## src/design/jfhp_pkg.sv

```systemverilog
// Package for the JPEG frame header parser: word types, parse phases and constants.
`default_nettype none
package jfhp_pkg;

  // Marker bytes
  localparam logic [7:0] MARK_PREFIX = 8'hFF;
  localparam logic [7:0] MARK_EOI    = 8'hD9;
  localparam logic [7:0] MARK_SOS    = 8'hDA;
  localparam logic [7:0] MARK_SOF0   = 8'hC0;
  localparam logic [7:0] MARK_SOF1   = 8'hC1;
  localparam logic [7:0] MARK_SOF2   = 8'hC2;

  // Result status codes
  localparam logic [1:0] ST_FOUND    = 2'd0;
  localparam logic [1:0] ST_INVALID  = 2'd1;
  localparam logic [1:0] ST_NOTFOUND = 2'd2;

  // Countdown holds at most a segment length minus two
  localparam int CNT_W = 16;
  localparam logic [CNT_W-1:0] CNT_SOI      = CNT_W'(2);
  localparam logic [CNT_W-1:0] CNT_BAD_HEAD = CNT_W'(3);

  typedef enum logic [10:0] {
    PH_SKIP  = 11'b00000000001,
    PH_MARK  = 11'b00000000010,
    PH_LENH  = 11'b00000000100,
    PH_LENL  = 11'b00000001000,
    PH_PREC  = 11'b00000010000,
    PH_HGT_H = 11'b00000100000,
    PH_HGT_L = 11'b00001000000,
    PH_WID_H = 11'b00010000000,
    PH_WID_L = 11'b00100000000,
    PH_COUNT = 11'b01000000000,
    PH_BAD   = 11'b10000000000
  } phase_t;

  typedef struct packed {
    logic [7:0] data_byte;
    logic       last_byte;
  } in_word_t;

  typedef struct packed {
    logic [1:0]  status;
    logic [15:0] image_width;
    logic [15:0] image_height;
    logic [7:0]  sample_precision;
    logic [7:0]  component_count;
  } out_word_t;

  typedef struct packed {
    phase_t           phase;
    logic [CNT_W-1:0] countdown;
    logic [7:0]       marker_code;
    logic [7:0]       length_high;
    logic [15:0]      held_width;
    logic [15:0]      held_height;
    logic [7:0]       held_precision;
    logic [7:0]       held_components;
    logic [1:0]       held_status;
    logic             decided;
  } parse_state_t;

  localparam parse_state_t STATE_RESET = '{
    phase:           PH_SKIP,
    countdown:       CNT_SOI,
    marker_code:     8'd0,
    length_high:     8'd0,
    held_width:      16'd0,
    held_height:     16'd0,
    held_precision:  8'd0,
    held_components: 8'd0,
    held_status:     ST_NOTFOUND,
    decided:         1'b0
  };

endpackage
`default_nettype wire

```

## src/design/jpeg_frame_header_parser.sv

```systemverilog
// Top level of the JPEG frame header parser: parse state, output register, checks.
// Takes one file byte per cycle while in_ready is high and gives one result word per file,
// registered, on the cycle after the byte flagged last is taken. The whole per-byte
// update is a single pass of the phase/countdown logic into the state registers, so
// in_ready stays high unless a finished result is waiting and out_ready is low. Bytes
// after a decision are still taken at full rate and ignored.
`default_nettype none
module jpeg_frame_header_parser (
  input  wire                  clk,
  input  wire                  rst,
  input  wire                  in_valid,
  output logic                 in_ready,
  input  jfhp_pkg::in_word_t   in_data,
  output logic                 out_valid,
  input  wire                  out_ready,
  output jfhp_pkg::out_word_t  out_data
);
  import jfhp_pkg::*;

  parse_state_t state;
  parse_state_t state_next;
  out_word_t    result;
  logic         in_fire;

  assign in_ready = !out_valid || out_ready;
  assign in_fire  = in_valid && in_ready;

  jfhp_step u_step (
    .cur  (state),
    .word (in_data),
    .nxt  (state_next),
    .res  (result)
  );

  // Parse state advances on every accepted word
  always_ff @(posedge clk) begin
    if (rst) begin
      state <= STATE_RESET;
    end else if (in_fire) begin
      state <= state_next;
    end
  end

  // Output register
  always_ff @(posedge clk) begin
    if (rst) begin
      out_valid <= 1'b0;
    end else if (in_fire && in_data.last_byte) begin
      out_valid <= 1'b1;
    end else if (out_ready) begin
      out_valid <= 1'b0;
    end
  end

  always_ff @(posedge clk) begin
    if (in_fire && in_data.last_byte) begin
      out_data <= result;
    end
  end

  // Checks
  a_restart: assert property (@(posedge clk) disable iff (rst)
    in_fire && in_data.last_byte |=> state.phase == PH_SKIP && !state.decided &&
                                    state.countdown == CNT_SOI)
    else $error("parse did not restart after last word");

  a_result_source: assert property (@(posedge clk) disable iff (rst)
    $rose(out_valid) |-> $past(in_fire && in_data.last_byte))
    else $error("result appeared without a last word");

  a_zero_fields: assert property (@(posedge clk) disable iff (rst)
    out_valid && out_data.status != ST_FOUND |->
      out_data.image_width == 16'd0 && out_data.image_height == 16'd0 &&
      out_data.sample_precision == 8'd0 && out_data.component_count == 8'd0)
    else $error("fields not cleared on failed parse");

  a_status_code: assert property (@(posedge clk) disable iff (rst)
    out_valid |-> out_data.status == ST_FOUND || out_data.status == ST_INVALID ||
                  out_data.status == ST_NOTFOUND)
    else $error("undefined status code");

  a_decided_hold: assert property (@(posedge clk) disable iff (rst)
    state.decided && in_fire && !in_data.last_byte |=> state.decided &&
                                                      $stable(state.held_status))
    else $error("decision changed before end of file");

endmodule
`default_nettype wire

```

## src/design/jfhp_step.sv

```systemverilog
// Per-byte next-state and result logic of the frame header parser.
`default_nettype none
module jfhp_step (
  input  jfhp_pkg::parse_state_t cur,
  input  jfhp_pkg::in_word_t     word,
  output jfhp_pkg::parse_state_t nxt,
  output jfhp_pkg::out_word_t    res
);
  import jfhp_pkg::*;

  logic [15:0]      seg_len;
  logic [CNT_W-1:0] bad_cnt;
  parse_state_t     walk;
  logic [1:0]       st;

  assign seg_len = {cur.length_high, word.data_byte};
  assign bad_cnt = (cur.countdown != '0) ? cur.countdown - 1'b1 : cur.countdown;

  // Walk the segment structure; nothing moves once a decision is held
  always_comb begin
    walk = cur;
    if (!cur.decided) begin
      case (cur.phase)
        PH_MARK: begin
          walk.marker_code = word.data_byte;
          walk.phase = PH_LENH;
        end
        PH_LENH: begin
          walk.length_high = word.data_byte;
          walk.phase = PH_LENL;
        end
        PH_LENL: begin
          if (cur.marker_code == MARK_EOI || cur.marker_code == MARK_SOS) begin
            walk.held_status = ST_NOTFOUND;
            walk.decided = 1'b1;
          end else if (cur.marker_code == MARK_SOF0 || cur.marker_code == MARK_SOF1 ||
                       cur.marker_code == MARK_SOF2) begin
            walk.phase = PH_PREC;
          end else if (seg_len >= 16'd2) begin
            walk.countdown = CNT_W'(seg_len - 16'd2);
            walk.phase = PH_SKIP;
          end else begin
            // a length under two puts the next segment start inside the length field
            walk.countdown = (seg_len == 16'd0) ? CNT_SOI : CNT_BAD_HEAD;
            walk.phase = PH_BAD;
          end
        end
        PH_PREC: begin
          walk.held_precision = word.data_byte;
          walk.phase = PH_HGT_H;
        end
        PH_HGT_H: begin
          walk.held_height = {word.data_byte, 8'd0};
          walk.phase = PH_HGT_L;
        end
        PH_HGT_L: begin
          walk.held_height = {cur.held_height[15:8], word.data_byte};
          walk.phase = PH_WID_H;
        end
        PH_WID_H: begin
          walk.held_width = {word.data_byte, 8'd0};
          walk.phase = PH_WID_L;
        end
        PH_WID_L: begin
          walk.held_width = {cur.held_width[15:8], word.data_byte};
          walk.phase = PH_COUNT;
        end
        PH_COUNT: begin
          walk.held_components = word.data_byte;
          walk.held_status = ST_FOUND;
          walk.decided = 1'b1;
        end
        PH_BAD: begin
          // wait for the rest of the bad segment head before reporting
          walk.countdown = bad_cnt;
          if (bad_cnt == '0) begin
            walk.held_status = ST_INVALID;
            walk.decided = 1'b1;
          end
        end
        default: begin
          // skipping: start bytes or a segment body, then expect 0xFF
          if (cur.countdown == '0) begin
            if (word.data_byte == MARK_PREFIX) begin
              walk.phase = PH_MARK;
            end else begin
              walk.phase = PH_BAD;
              walk.countdown = CNT_BAD_HEAD;
            end
          end else begin
            walk.countdown = cur.countdown - 1'b1;
          end
        end
      endcase
    end
  end

  // Result word; fields read zero unless the frame header was found
  always_comb begin
    st = walk.decided ? walk.held_status : ST_NOTFOUND;
    res.status           = st;
    res.image_width      = (st == ST_FOUND) ? walk.held_width : 16'd0;
    res.image_height     = (st == ST_FOUND) ? walk.held_height : 16'd0;
    res.sample_precision = (st == ST_FOUND) ? walk.held_precision : 8'd0;
    res.component_count  = (st == ST_FOUND) ? walk.held_components : 8'd0;
  end

  // The last byte closes the file and restarts the parse
  assign nxt = word.last_byte ? STATE_RESET : walk;

endmodule
`default_nettype wire

```

## config.mk

```make
export PLATFORM = sky130hd
export DESIGN_NAME = jpeg_frame_header_parser
export DESIGN_NICKNAME = d
export VERILOG_FILES = /design/src/design/jfhp_pkg.sv /design/src/design/jpeg_frame_header_parser.sv /design/src/design/jfhp_step.sv
export SDC_FILE = /design/constraint.sdc
export NUM_CORES = 1
export LEC_CHECK = 0
export BUFFER_PORTS_ARGS = -buffer_cell sky130_fd_sc_hd__buf_2
export CORE_ASPECT_RATIO = 1.25
export CORE_MARGIN = 2
export CORE_UTILIZATION = 50
export CTS_BUF_LIST = sky130_fd_sc_hd__clkbuf_2
export DETAILED_ROUTE_END_ITERATION = 7
export PLACE_DENSITY = 0.69
export SKIP_LAST_GASP = 1
export SYNTH_ARGS = -nofsm -noshare
export SYNTH_HDL_FRONTEND = slang
export SYNTH_SLANG_ARGS = --single-unit
```

## constraint.sdc

```tcl
create_clock -name clk -period 3.66 [get_ports clk]
set_input_delay 0.183 -clock clk [delete_from_list [all_inputs] [get_ports clk]]
set_output_delay 0.183 -clock clk [all_outputs]
set_load 0.005 [all_outputs]
```

==> key figures <==
Finish
  – ANT cells: 0
  – Fill count: 1296
  – Seq. cell area: ~3400 sq um
  – Syn-to-layout area delta: 11.5%
  – Share of cells above drive strength 1: 0.161
  – Number of nets in the layout: 874
  – Non-Filler Instances: about 1000
  – Multi-input logic area: between 3000 and 4000 sq um

STA
  – Least-Margin Pin Slew: ~1.2 ns
  – Period minus WS final: 3.19 ns
  – Fin. Hold Viols: 0
  – Slew HR: 0.226
  – Fmax: around 0.31 GHz
  – RSZ-0062 raised after global routing: false
  – Clock Skews: 0.0503 ns
  – Slew Limit Fails: 0
  – Setup violations, final: 0
  – Setup TNS: 0 ns
  – Final worst-path cycle share: 0.872

Route
  – Final WL: between 20000 and 25000 um
  – 1st-iter DRT viols: 645
  – 1st-pass router iterations: 6
  – DR vias: 6394
  – Vias/cell: between 6 and 7
  – Avg WL per Cell: roughly 20 um
  – # DRC: 0
  – Post-route ant nets: 0

Yosys
  – Unique cell type count in the Yosys netlist: slightly above 60
  – Adder-cell area share of the yosys netlist: 0.00694
  – Flop and latch count out of synthesis: between 100 and 150
  – Mapped Cells: 804
  – Synth area leader: dfxtp_1
  – Largest family of logic cells by synthesized area: simple AND/OR/NAND/NOR gates
  – Mapped Nets: around 820
  – Top area cells in the synthesized netlist: dfxtp_1 26%, edfxtp_1 21%, nor2_1 6.5%, a22oi_1 6.2%, mux2i_1 4.7%
  – Synthesized area: 7220 sq um
  – XOR/XNOR Fraction of Synth Area: 0.0303
  – EDFF count, synth: 50
  – Post-synthesis compound-gate area fraction: 0.157
  – Ys flop type: dfxtp_1
  – Sequential area share after synthesis: 0.472
  – Yosys warns: 0
  – Yosys top cell area share: 0.264
  – FFs w/ async S/R, synth: 0
  – Post-synthesis mux area share: 0.0518
  – Avg Cell Area, Syn: roughly 9.0 sq um
  – Simple-gate share of the synthesized area: 0.238

Placed design
  – Cells after DPL: around 1000
  – GP Congestion: ~1
  – DP HPWL: 14100 um
  – PortBufs: 64

Floorplanning
  – Ports: 65
  – Die height: about 140 um
  – Initial Util: 0.507
  – Die area: 15400 sq um
  – Die width: between 100 and 150 um
  – Core Area: between 10000 and 15000 sq um
  – FP Rows: 49

CTS
  – Insertion delay to the later sink of the worst-skew pair: about 0.76 ns
  – CTS buffer count: 17
  – Sink Count: roughly 150
  – Clock Tree Root: clkbuf_2
  – Worst-path clk slew: approximately 0.27 ns
  – CTS max path bufs: 2
  – Max H-tree Level: 4
  – CTS tree: built

Hold path
  – Hold path startpoint: in_valid
  – Hold WC Path Type: in2reg
  – Hold Crit Depth: 4
  – WHS Endpoint: state[0]

Critical path
  – Buf/Inv on CP: 0
  – CP startpoint kind: flip-flop
  – Crit path kind: reg2reg
  – R2r setup slk: between 0.4 and 0.5 ns
  – Critical path's largest stage delay: 0.62 ns
  – Worst Path Required: 4.35 ns
  – Reg-to-reg startpoint: state[91]
  – Critical Path End Type: flip-flop
  – R2R depth: 7
  – CP cell instances: nor3_1 -> and4_1 -> a211o_1 -> or2_2 -> o31a_1 -> or3_1 -> o31ai_1
  – Crit path max fanout: 21
  – Critical Path AT: 3.88 ns
  – FF-to-FF End: state[13]
  – Crit-path slowest cell: dfxtp_1
  – CP top delay family: simple AND/OR/NAND/NOR gates

Pwr
  – Sw frac: 0.321
  – Combinational share of power: 0.109
  – Int Pwr: slightly above 2000 uW
  – P_sw: a little under 1000 uW
  – PwrDens: around 370 nW/um^2
  – Sequential Power Share: 0.573
  – Clock share of power: 0.318
  – Overall Power: 3000 uW
  – Leak: roughly 0.0028 uW
  – Peak supply drop: roughly 0.19 mV

GRT
  – Global Route Usage Sum: 0.268
  – Global-route wire length before repair: 32700 um
  – Vias in the first global route: a little over 6000
  – Pin count of the biggest net entering global routing: 52
  – Initial antenna violation count: 1
  – GRT overflow: 0

Job
  – Total of max-cap violations: 0

Run status
  – Status: finished, final reports clean
power by group through the flow:
stage                     clock network [uW]  registers, uW  logic [uW]
after floorplan                            0           1750         202
after global placement                     0           1750         304
after CTS                                948           1720         318
final                                    952           1720         327
after detailed placement                   0           1750         307
after global routing                    1030           1720         352
layout by cell type, fill, tap and decap left out, types with 4 or more instances in the layout:
master	count
xor2_1	13
a22oi_1	60
mux2i_1	34
a31oi_1	4
or4_1	10
o21ai_0	9
nand3_1	13
nand4_1	10
nor2_1	124
or3_1	13
inv_8	4
o31ai_1	4
edfxtp_1	50
nand2_1	78
or2_2	5
and3_1	4
a21oi_1	43
buf_4	19
nand3b_1	6
xnor2_1	12
dfxtp_1	95
nor4_2	4
o32ai_1	6
clkinv_8	4
nor2b_1	8
ha_1	4
o21ai_1	9
o31a_1	4
dlygate4sd3_1	12
and2_1	13
nor4_1	12
buf_2	64
nor3_1	21
nand2b_1	4
nor4b_1	6
a211oi_1	4
clkbuf_2	17
inv_1	16
cells in the mapped netlist, types with 8 or more instances:
library cell	count
clkbuf_1	51
dfxtp_1	95
nand4_1	10
a21oi_1	44
a22oi_1	60
edfxtp_1	50
nor4_1	13
o21ai_0	9
nor2b_1	8
nor3_1	21
mux2i_1	34
nand3_1	13
or3_1	13
inv_1	17
or4_1	10
and2_1	13
nand2_1	79
xor2_1	13
nor2_1	124
o21ai_1	9
xnor2_1	12
sequential cells by signal, indices dropped and copies added (netlist names):
register and flops:
state 94, out_valid 1, out_data 50
worst reg2reg max path, stage by stage (launching register included):
cell	delay, ns
dfxtp_1	0.62
nor3_1	0.16
and4_1	0.38
a211o_1	0.40
or2_2	0.29
o31a_1	0.49
or3_1	0.54
o31ai_1	0.26
layout make-up:
cell class              instances  share of cell area
multi-input cells             581               0.437
repair buffers                 95              0.0725
clock inverters                15              0.0208
inverters                      17             0.00793
flip-flops and latches        145               0.423
well taps                     178              0.0277
clock buffers                  17              0.0106
worst max-delay path by stage:
| stage | from | to | slack [ns] | cells after the start |
|---|---|---|---|---|
| floorplan | state[72] | out_data[49] | 0.75 | 7 |
| global placement | state[67] | out_data[49] | 0.42 | 8 |
| detailed placement | state[67] | out_data[49] | 0.31 | 8 |
| CTS | state[68] | out_data[49] | 0.22 | 8 |
| global route | state[89] | state[16] | 0.24 | 7 |
| finish | state[91] | state[13] | 0.47 | 7 |
stage by stage:
step	utilization	cell area, sq um	setup slack, ns	hold slack (ns)
finish	0.565	8040	0.467	0.143
global route	0.565	8040	0.242	0.148
CTS	0.564	8020	0.222	0.118
detailed placement	0.538	7650	0.305	0.450
global placement	0.538	7650	0.415	0.436
floorplan	-	7220	0.753	0.390
cells by family (layout without fill, tap and decap cells):
group / Yosys count / count (layout)
simple gates: 347 / 347
xor+xnor: 25 / 25
flops: 145 / 145
compound gates: 168 / 168
mux: 37 / 37
fa+ha+maj: 4 / 4
buf+inv: 78 / 144
routing by layer:
| layer | global-route usage | part of all wire | vias up |
|---|---|---|---|
| li1 | - | - | 3011 |
| met1 | 0.327 | 0.38 | 3042 |
| met2 | 0.462 | 0.50 | 292 |
| met3 | 0.0456 | 0.081 | 49 |
| met4 | 0.122 | 0.032 | 0 |
| met5 | 0 | 0 | - |
timing repair:
| action | in CTS | in global routing |
|---|---|---|
| endpoints found under the hold margin | 80 | 0 |
| setup endpoints to repair | 0 | 6 |
| gates resized for setup | 0 | 2 |
| buffers inserted | 0 | 2 |
| hold buffers | 12 | 0 |
(Power assumes the default switching activity.)
